## config.mk

```make
export PLATFORM = sky130hd
export DESIGN_NAME = wildcard_to_regex_translator_core
export DESIGN_NICKNAME = d
export VERILOG_FILES = /design/src/hdl/w2r_pkg.sv /design/src/hdl/wildcard_to_regex_translator_core.sv /design/src/hdl/w2r_front.sv /design/src/hdl/w2r_fifo.sv /design/src/hdl/w2r_back.sv
export VERILOG_INCLUDE_DIRS = /design/src /design/src/hdl
export SDC_FILE = /design/constraint.sdc
export NUM_CORES = 1
export LEC_CHECK = 0
export ABC_AREA = 1
export BUFFER_PORTS_ARGS = -buffer_cell sky130_fd_sc_hd__clkbuf_2
export CAP_MARGIN = 20
export CORE_UTILIZATION = 40
export CTS_CLUSTER_SIZE = 14
export DETAILED_ROUTE_END_ITERATION = 10
export RECOVER_POWER = 100
export SYNTH_ARGS = -nofsm -noshare
export SYNTH_HDL_FRONTEND = slang
export SYNTH_SLANG_ARGS = --single-unit
```

## constraint.sdc

```tcl
create_clock -name clock -period 2.1 [get_ports clock]
set_input_delay 0.42 -clock clock [delete_from_list [all_inputs] [get_ports clock]]
set_output_delay 0.42 -clock clock [all_outputs]
set_load 0.01 [all_outputs]
```

## src/hdl/wildcard_to_regex_translator_core_defines.svh

```systemverilog
// ---------------------------------------------------------------------------
// Assertion macros for the wildcard-to-regex translator core
// Property helpers sampled on clock, disabled during reset.
// ---------------------------------------------------------------------------
`ifndef WILDCARD_TO_REGEX_TRANSLATOR_CORE_DEFINES_SVH
`define WILDCARD_TO_REGEX_TRANSLATOR_CORE_DEFINES_SVH

`ifndef SYNTHESIS

// Same-cycle implication
`define W2R_ASSERT_IMP(label, cond, prop) \
   label: assert property (@(posedge clock) disable iff (reset) (cond) |-> (prop)) \
      else $error("w2r assertion failed");

// Next-cycle implication
`define W2R_ASSERT_NXT(label, cond, prop) \
   label: assert property (@(posedge clock) disable iff (reset) (cond) |=> (prop)) \
      else $error("w2r assertion failed");

`else

`define W2R_ASSERT_IMP(label, cond, prop)
`define W2R_ASSERT_NXT(label, cond, prop)

`endif

`endif

```

## src/hdl/w2r_pkg.sv

```systemverilog
// ---------------------------------------------------------------------------
// w2r_pkg
// Shared types, character constants and helpers of the translator core.
// ---------------------------------------------------------------------------
package w2r_pkg;

   // Queue depth between front and back end
   localparam int QUEUE_DEPTH = 4;

   // Operation codes of the input word
   localparam logic OP_CHAR = 1'b0;
   localparam logic OP_END  = 1'b1;

   // Characters with a special meaning
   localparam logic [7:0] CHAR_DOT    = 8'h2E;
   localparam logic [7:0] CHAR_LBRACE = 8'h7B;
   localparam logic [7:0] CHAR_RBRACE = 8'h7D;
   localparam logic [7:0] CHAR_COMMA  = 8'h2C;
   localparam logic [7:0] CHAR_BSLASH = 8'h5C;
   localparam logic [7:0] CHAR_ZERO   = 8'h30;
   localparam logic [7:0] CHAR_NINE   = 8'h39;

   typedef enum logic [1:0] {
      STATUS_OK          = 2'd0,
      STATUS_BAD_DIGIT   = 2'd1,
      STATUS_TRAIL_BSLASH = 2'd2,
      STATUS_UNTERM      = 2'd3
   } status_type;

   // Translation mode, one-hot
   typedef enum logic [5:0] {
      MODE_NORMAL = 6'b000001,
      MODE_ESCAPE = 6'b000010,
      MODE_DOTRUN = 6'b000100,
      MODE_QMIN   = 6'b001000,
      MODE_QMAX   = 6'b010000,
      MODE_DROP   = 6'b100000
   } mode_type;

   // One queued command: a single result word, or backslash plus character
   typedef struct packed {
      logic       pair;
      logic       has_char;
      logic [7:0] ch;
      status_type status;
   } entry_type;

   // True for regex metacharacters that need a backslash
   function automatic logic is_meta(input logic [7:0] c);
      logic r;
      unique case (c)
         8'h24, 8'h28, 8'h29, 8'h2A, 8'h2B, 8'h3F,
         8'h5B, 8'h5D, 8'h5E, 8'h7B, 8'h7C, 8'h7D: r = 1'b1;
         default: r = 1'b0;
      endcase
      return r;
   endfunction

endpackage

```

## src/hdl/wildcard_to_regex_translator_core.sv

```systemverilog
// The first result word of an item passes through the command queue and the output register.
// The output register gives one result word per cycle while rsp_ready holds, so an item that
// yields backslash plus character gives its backslash word first and its character word after it.
// Items that yield no word (lone backslash, dropped characters) take no queue entry.
// Reset clears the mode, the error code, the command queue and the output valid.
// ---------------------------------------------------------------------------
// wildcard_to_regex_translator_core
// Wildcard pattern to regex translator: front end, command queue, back end.
// ---------------------------------------------------------------------------
`include "wildcard_to_regex_translator_core_defines.svh"

module wildcard_to_regex_translator_core #(
   parameter int QUEUE_DEPTH = w2r_pkg::QUEUE_DEPTH
) (
   input  logic       clock,
   input  logic       reset,
   input  logic       req_valid,
   output logic       req_ready,
   input  logic       req_operation,
   input  logic [7:0] req_in_char,
   output logic       rsp_valid,
   input  logic       rsp_ready,
   output logic       rsp_has_char,
   output logic [7:0] rsp_out_char,
   output logic [1:0] rsp_status,
   output logic       rsp_run_last
);
   import w2r_pkg::*;

   logic      push_valid, push_ready;
   entry_type push_entry;
   logic      pop_valid, pop_ready;
   entry_type pop_entry;

   // Classify incoming words
   w2r_front u_front (
      .clock         (clock),
      .reset         (reset),
      .req_valid     (req_valid),
      .req_ready     (req_ready),
      .req_operation (req_operation),
      .req_in_char   (req_in_char),
      .push_valid    (push_valid),
      .push_ready    (push_ready),
      .push_entry    (push_entry)
   );

   // Decouple front and back
   w2r_fifo #(
      .DEPTH (QUEUE_DEPTH)
   ) u_fifo (
      .clock      (clock),
      .reset      (reset),
      .push_valid (push_valid),
      .push_ready (push_ready),
      .push_entry (push_entry),
      .pop_valid  (pop_valid),
      .pop_ready  (pop_ready),
      .pop_entry  (pop_entry)
   );

   // Expand commands into result words
   w2r_back u_back (
      .clock        (clock),
      .reset        (reset),
      .pop_valid    (pop_valid),
      .pop_ready    (pop_ready),
      .pop_entry    (pop_entry),
      .rsp_valid    (rsp_valid),
      .rsp_ready    (rsp_ready),
      .rsp_has_char (rsp_has_char),
      .rsp_out_char (rsp_out_char),
      .rsp_status   (rsp_status),
      .rsp_run_last (rsp_run_last)
   );

   // A word that is not the last of its item is always the escaping backslash
   `W2R_ASSERT_IMP(a_first_is_bslash, rsp_valid && !rsp_run_last, rsp_has_char && rsp_out_char == CHAR_BSLASH && rsp_status == STATUS_OK)

   // An error status carries no character and closes its item
   `W2R_ASSERT_IMP(a_status_no_char, rsp_valid && rsp_status != STATUS_OK, !rsp_has_char && rsp_run_last)

   // The second half of a pair follows right after the first is taken
   `W2R_ASSERT_NXT(a_pair_follows, rsp_valid && rsp_ready && !rsp_run_last, rsp_valid && rsp_run_last && rsp_has_char)

endmodule

```

## src/hdl/w2r_front.sv

```systemverilog
// ---------------------------------------------------------------------------
// w2r_front
// Accepts pattern words, tracks the translation mode and queues commands.
// ---------------------------------------------------------------------------
module w2r_front (
   input  logic               clock,
   input  logic               reset,
   input  logic               req_valid,
   output logic               req_ready,
   input  logic               req_operation,
   input  logic [7:0]         req_in_char,
   output logic               push_valid,
   input  logic               push_ready,
   output w2r_pkg::entry_type push_entry
);
   import w2r_pkg::*;

   mode_type   mode_ff, mode_in;
   status_type error_ff, error_in;
   logic       emit;
   logic       accept;
   logic       is_digit;

   assign req_ready  = push_ready;
   assign accept     = req_valid & push_ready;
   assign push_valid = req_valid & emit;
   assign is_digit   = (req_in_char >= CHAR_ZERO) && (req_in_char <= CHAR_NINE);

   // Classify the incoming word against the current mode
   always_comb begin
      mode_in             = mode_ff;
      error_in            = error_ff;
      emit                = 1'b1;
      push_entry.pair     = 1'b0;
      push_entry.has_char = 1'b1;
      push_entry.ch       = req_in_char;
      push_entry.status   = STATUS_OK;
      if (req_operation == OP_END) begin
         push_entry.has_char = 1'b0;
         push_entry.ch       = 8'h00;
         if (error_ff != STATUS_OK) begin
            push_entry.status = error_ff;
         end else if (mode_ff == MODE_ESCAPE) begin
            push_entry.status = STATUS_TRAIL_BSLASH;
         end else if (mode_ff == MODE_QMIN || mode_ff == MODE_QMAX) begin
            push_entry.status = STATUS_UNTERM;
         end
         mode_in  = MODE_NORMAL;
         error_in = STATUS_OK;
      end else begin
         unique case (mode_ff)
            MODE_DROP: begin
               emit = 1'b0;
            end
            MODE_ESCAPE: begin
               push_entry.pair = 1'b1;
               mode_in         = MODE_NORMAL;
            end
            MODE_DOTRUN: begin
               if (req_in_char == CHAR_DOT) begin
                  mode_in = MODE_DOTRUN;
               end else if (req_in_char == CHAR_LBRACE) begin
                  mode_in = MODE_QMIN;
               end else begin
                  mode_in = MODE_NORMAL;
               end
            end
            MODE_QMIN, MODE_QMAX: begin
               if ((mode_ff == MODE_QMIN && req_in_char == CHAR_COMMA) ||
                   (mode_ff == MODE_QMAX && req_in_char == CHAR_RBRACE)) begin
                  mode_in = (mode_ff == MODE_QMIN) ? MODE_QMAX : MODE_NORMAL;
               end else if (!is_digit) begin
                  push_entry.has_char = 1'b0;
                  push_entry.ch       = 8'h00;
                  push_entry.status   = STATUS_BAD_DIGIT;
                  error_in            = STATUS_BAD_DIGIT;
                  mode_in             = MODE_DROP;
               end
            end
            default: begin
               mode_in = MODE_NORMAL;
               if (req_in_char == CHAR_DOT) begin
                  mode_in = MODE_DOTRUN;
               end else if (req_in_char == CHAR_BSLASH) begin
                  mode_in = MODE_ESCAPE;
                  emit    = 1'b0;
               end else if (is_meta(req_in_char)) begin
                  push_entry.pair = 1'b1;
               end
            end
         endcase
      end
   end

   // Advance mode and error on each accepted word
   always_ff @(posedge clock) begin
      if (reset) begin
         mode_ff  <= MODE_NORMAL;
         error_ff <= STATUS_OK;
      end else if (accept) begin
         mode_ff  <= mode_in;
         error_ff <= error_in;
      end
   end

endmodule

```

## src/hdl/w2r_fifo.sv

```systemverilog
// ---------------------------------------------------------------------------
// w2r_fifo
// Short command queue between the front and back ends.
// ---------------------------------------------------------------------------
module w2r_fifo #(
   parameter int DEPTH = w2r_pkg::QUEUE_DEPTH
) (
   input  logic               clock,
   input  logic               reset,
   input  logic               push_valid,
   output logic               push_ready,
   input  w2r_pkg::entry_type push_entry,
   output logic               pop_valid,
   input  logic               pop_ready,
   output w2r_pkg::entry_type pop_entry
);
   import w2r_pkg::*;

   localparam int PTR_W = (DEPTH > 1) ? $clog2(DEPTH) : 1;
   localparam int CNT_W = $clog2(DEPTH + 1);

   entry_type          store_ff [DEPTH];
   logic [PTR_W-1:0]   wr_ptr_ff, wr_ptr_in;
   logic [PTR_W-1:0]   rd_ptr_ff, rd_ptr_in;
   logic [CNT_W-1:0]   count_ff, count_in;
   logic               push, pop;

   assign push_ready = (count_ff != CNT_W'(DEPTH));
   assign pop_valid  = (count_ff != '0);
   assign push       = push_valid & push_ready;
   assign pop        = pop_valid & pop_ready;
   assign pop_entry  = store_ff[rd_ptr_ff];

   // Wrap pointers at the depth
   always_comb begin
      wr_ptr_in = (wr_ptr_ff == PTR_W'(DEPTH - 1)) ? '0 : wr_ptr_ff + 1'b1;
      rd_ptr_in = (rd_ptr_ff == PTR_W'(DEPTH - 1)) ? '0 : rd_ptr_ff + 1'b1;
      count_in  = count_ff;
      if (push && !pop) begin
         count_in = count_ff + 1'b1;
      end else if (pop && !push) begin
         count_in = count_ff - 1'b1;
      end
   end

   // Write entries
   always_ff @(posedge clock) begin
      if (push) begin
         store_ff[wr_ptr_ff] <= push_entry;
      end
   end

   // Advance pointers and fill count
   always_ff @(posedge clock) begin
      if (reset) begin
         wr_ptr_ff <= '0;
         rd_ptr_ff <= '0;
         count_ff  <= '0;
      end else begin
         if (push) begin
            wr_ptr_ff <= wr_ptr_in;
         end
         if (pop) begin
            rd_ptr_ff <= rd_ptr_in;
         end
         count_ff <= count_in;
      end
   end

endmodule

```

## src/hdl/w2r_back.sv

```systemverilog
// ---------------------------------------------------------------------------
// w2r_back
// Expands queued commands into result words through an output register.
// ---------------------------------------------------------------------------
module w2r_back (
   input  logic               clock,
   input  logic               reset,
   input  logic               pop_valid,
   output logic               pop_ready,
   input  w2r_pkg::entry_type pop_entry,
   output logic               rsp_valid,
   input  logic               rsp_ready,
   output logic               rsp_has_char,
   output logic [7:0]         rsp_out_char,
   output logic [1:0]         rsp_status,
   output logic               rsp_run_last
);
   import w2r_pkg::*;

   logic       valid_ff, valid_in;
   logic       second_ff, second_in;
   logic       has_ff, has_in;
   logic [7:0] char_ff, char_in;
   status_type status_ff, status_in;
   logic       last_ff, last_in;
   logic       load;

   assign load      = !valid_ff || rsp_ready;
   assign pop_ready = load && (second_ff || !pop_entry.pair);

   // Pick the next result word from the queue head
   always_comb begin
      valid_in  = 1'b0;
      second_in = second_ff;
      has_in    = pop_entry.has_char;
      char_in   = pop_entry.ch;
      status_in = pop_entry.status;
      last_in   = 1'b1;
      if (pop_valid) begin
         valid_in = 1'b1;
         if (second_ff) begin
            has_in    = 1'b1;
            status_in = STATUS_OK;
            second_in = 1'b0;
         end else if (pop_entry.pair) begin
            has_in    = 1'b1;
            char_in   = CHAR_BSLASH;
            status_in = STATUS_OK;
            last_in   = 1'b0;
            second_in = 1'b1;
         end
      end
   end

   // Hold control state
   always_ff @(posedge clock) begin
      if (reset) begin
         valid_ff  <= 1'b0;
         second_ff <= 1'b0;
      end else if (load) begin
         valid_ff  <= valid_in;
         second_ff <= second_in;
      end
   end

   // Hold the result word until taken
   always_ff @(posedge clock) begin
      if (load) begin
         has_ff    <= has_in;
         char_ff   <= char_in;
         status_ff <= status_in;
         last_ff   <= last_in;
      end
   end

   assign rsp_valid    = valid_ff;
   assign rsp_has_char = has_ff;
   assign rsp_out_char = char_ff;
   assign rsp_status   = status_ff;
   assign rsp_run_last = last_ff;

endmodule
```

==> impl_results.md <==
* Clock sinks at 78
* Placer congestion estimate at 0.8849
* Failing checks: design-rule violations
* Busiest grt layer: met2
* DRT antenna net count at 0
* Peak supply drop at 0.4279 mV
* Global routing usage on met2 at 30.28%
* Kind of critical path: flip-flop to flip-flop
* Avg Inst Size Synth at 9.052 µm²
* HP Class: input pin to flip-flop
* Global-route wire length before repair at 13030 µm
* DRT Pass-1 Iters at 8
* Cell area after synthesis at 0.003666 mm²
* Core area at 0.008806 mm²
* Register area at 0.002176 mm²
* Fmax at 0.5045 GHz
* Clk root buf: clkbuf_8
* Setup Viol. Count Final at 0
* Slew @ Worst Pin at 0.4987 ns
* Final Core Density at 52.87%
* Clk_skew at 0.007206 ns
* Die height at 97.74 µm
* Hold-fix buffers at CTS at 0
* Drt drc at 10
* Syn nets at 425
* Nets at 513
* Multi-input gate area at 0.001360 mm²
* DIE WIDTH at 97.74 µm
* Via count at 2904
* Fin. max-slew vios at 0
* Leak pwr at 0.002031 µW
* Maxcap violations at 0
* Syn Inst Count at 405
* Detailed Route WL at 7887 µm
* Site Rows at 34
* CTS Buf Count at 9
* Final HPWL DP at 5565 µm
* DR vias/cell at 4.792
* Reg-to-reg startpoint: u_front.mode_ff[1]
* Startpoint class of the critical path: flip-flop
* Register area share after synthesis at 58.98%
* Antenna diodes at 0
* Buffers on Ports at 26
* Routed WL per cell at 13.01 µm
* Clock buffer depth at 2
* FF+latch count, synth at 78
* Number of global-route vias before repair at 2819
* Worst skew pair latency at 0.34 ns
* Largest net degree at the start of global routing at 23
* Arrival @ worst endpoint at 2.25 ns
* Crit. End Element: flip-flop
* RSZ-0062 raised after global routing: yes
* Met1 Track Usage GR at 21.40%
* Worst setup path end: u_fifo.count_ff[2]
* Total track usage at 17.47%
* Die area at 0.009552 mm²
* P&R area growth vs syn at 27.00%
* R2R Setup Slk at 0.12 ns
* Filler cell count at 807
* Final-report hold violation count at 0
* Status: finished with violations
* Synth warn at 0
* H-tree level count at 3
* Fin crit share at 94.39%
* Power Dens Cells at 1113 mW/mm²
* Min Tclk post-route at 1.982 ns
* Grt total ovfl at 0
* Starting density of the core at 41.63%
* CP max FO at 5
* Antenna violations before repair at 0
* Met3 Track Usage GR at 3.865%
* Distinct cell type count after synthesis at 28
* Slew HR at 66.71%
* Power, Total at 5182 µW
* CTS clk-pin slew, worst paths at 0.08 ns
* Layout cell share with drive strength beyond 1 at 29.52%
* Worst EP required at 2.37 ns
* Setup crit start: u_front.mode_ff[1]
* TritonCTS clock tree: built
* I/O Pins at 27
* DR iter-0 viols at 168
* Reg2reg end: u_fifo.count_ff[2]
* Worst reg2reg path depth at 15
==> layout by cell type (no fill, tap or decap), drive strengths merged <==
| cell | instances |
|---|---|
| nand3 | 20 |
| nor3 | 2 |
| edfxtp | 60 |
| nand3b | 2 |
| a21oi | 14 |
| o21bai | 1 |
| xor2 | 1 |
| clkbuf | 37 |
| inv | 53 |
| o221ai | 5 |
| ha | 6 |
| nand2 | 71 |
| bufinv | 1 |
| nor2 | 108 |
| o21ai | 32 |
| dfxtp | 18 |
| o211ai | 1 |
| buf | 58 |
| clkinvlp | 4 |
| nand4 | 3 |
| fa | 1 |
==> worst max-delay path, stage by stage (launching register included) <==
cell	delay, ns
dfxtp_2	0.34
nor2_4	0.19
nand3_2	0.11
nand2_2	0.09
nor2_2	0.04
nand2_2	0.07
nand2_2	0.07
inv_2	0.06
ha_4	0.11
inv_2	0.04
fa_2	0.38
nor2_1	0.09
nor2_1	0.04
nand2_1	0.08
o21ai_1	0.06
a21oi_1	0.13
==> Yosys cell counts <==
cell type  number  area [µm²]
o21ai_0        30       150.1
o21ai_2         1       8.760
nand4_2         1       12.51
nand2_4         2       22.52
nand3_1        18       90.09
nand4_1         2       12.51
nand3_2         2       20.02
buf_2           1       5.000
a21oi_1        14       70.07
nand2_1        66       247.7
o21ai_1         1       5.000
o21bai_4        1       18.77
nand2_2         3       18.77
nor3_1          2       10.01
xor2_1          1       8.760
clkbuf_1        6       22.52
o211ai_1        1       7.510
nor2_2          6       37.54
fa_1            1       20.02
nor2_1        102       382.9
ha_1            6       75.07
nand3b_1        2       15.01
edfxtp_1       60        1802
inv_1          47       176.4
dfxtp_1        18       360.4
inv_2           5       18.77
clkinv_1        1       3.750
o221ai_1        5       43.79
==> report_power, final <==
group          switching (µW)  internal (µW)
logic                    1110            760
clock network             552            550
registers                 133           2080
==> kinds of logic after synthesis <==
family                   Yosys count  synth area share [%]
AO/OA/AOI/OAI                     53                 8.293
XOR/XNOR                           1                0.2390
adder cells (fa/ha/maj)            7                 2.594
buffers and inverters             60                 6.177
flip-flops                        78                 58.98
AND/OR/NAND/NOR                  206                 23.72
==> how the worst min path moves through the flow <==
stage	from	to	slack, ns	cells after the start
6_report	reset	u_fifo.count_ff[0]	0.30	2
5_1_grt	reset	u_fifo.count_ff[0]	0.29	2
4_1_cts	reset	u_fifo.count_ff[0]	0.28	2
3_5_place_dp	u_front.error_ff[0]	u_front.error_ff[0]	0.48	2
3_3_place_gp	u_front.error_ff[0]	u_front.error_ff[0]	0.46	2
2_1_floorplan	u_front.error_ff[0]	u_front.error_ff[0]	0.45	2
==> repair_timing <==
| item | 4_1_cts | 5_1_grt |
|---|---|---|
| gates resized for setup | 9 | 28 |
| setup endpoints to repair | 2 | 6 |
| pin swaps | 2 | 11 |
| buffers inserted | 5 | 2 |
==> flip-flops by register name, summed over array words and instances, names as in the netlist, named ones only <==
name                 count
u_back.rsp_run_last      1
u_back.rsp_valid         1
u_fifo.wr_ptr_ff         2
u_back.rsp_out_char      8
u_fifo.store_ff         48
u_back.rsp_has_char      1
u_front.mode_ff          6
u_front.error_ff         1
u_back.rsp_status        2
u_fifo.count_ff          3
u_fifo.rd_ptr_ff         2
u_back.second_ff         1
==> layer usage <==
layer	share of wire (%)	routed length [µm]
met3	3.6	287
met1	44	3495
met4	1.2	95
met2	51	4008
met5	0	0
==> area by class of cell <==
type,instances,area share [%]
multi-input cells,267,29.21
repair buffers,84,12.77
inverters,53,4.273
flip-flops and latches,78,46.73
clock inverters,5,1.290
well taps,108,2.902
clock buffers,11,2.822
==> stage by stage <==
| stage | TNS, ns | worst slack (ns) | instances | area, µm² | hold WS (ns) |
|---|---|---|---|---|---|
| finish | 0 | 0.1179 | 606 | 4656 | 0.3032 |
| global placement | -0.2395 | -0.1527 | 583 | 4317 | 0.4596 |
| global route | -0.06727 | -0.06727 | 606 | 4656 | 0.2924 |
| CTS | 0 | 0.004120 | 604 | 4569 | 0.2825 |
| detailed placement | -0.4022 | -0.2477 | 583 | 4317 | 0.4759 |
| floorplan | -0.03003 | -0.03003 | 405 | 3671 | 0.4461 |
Power figures use the tool's default switching activity.
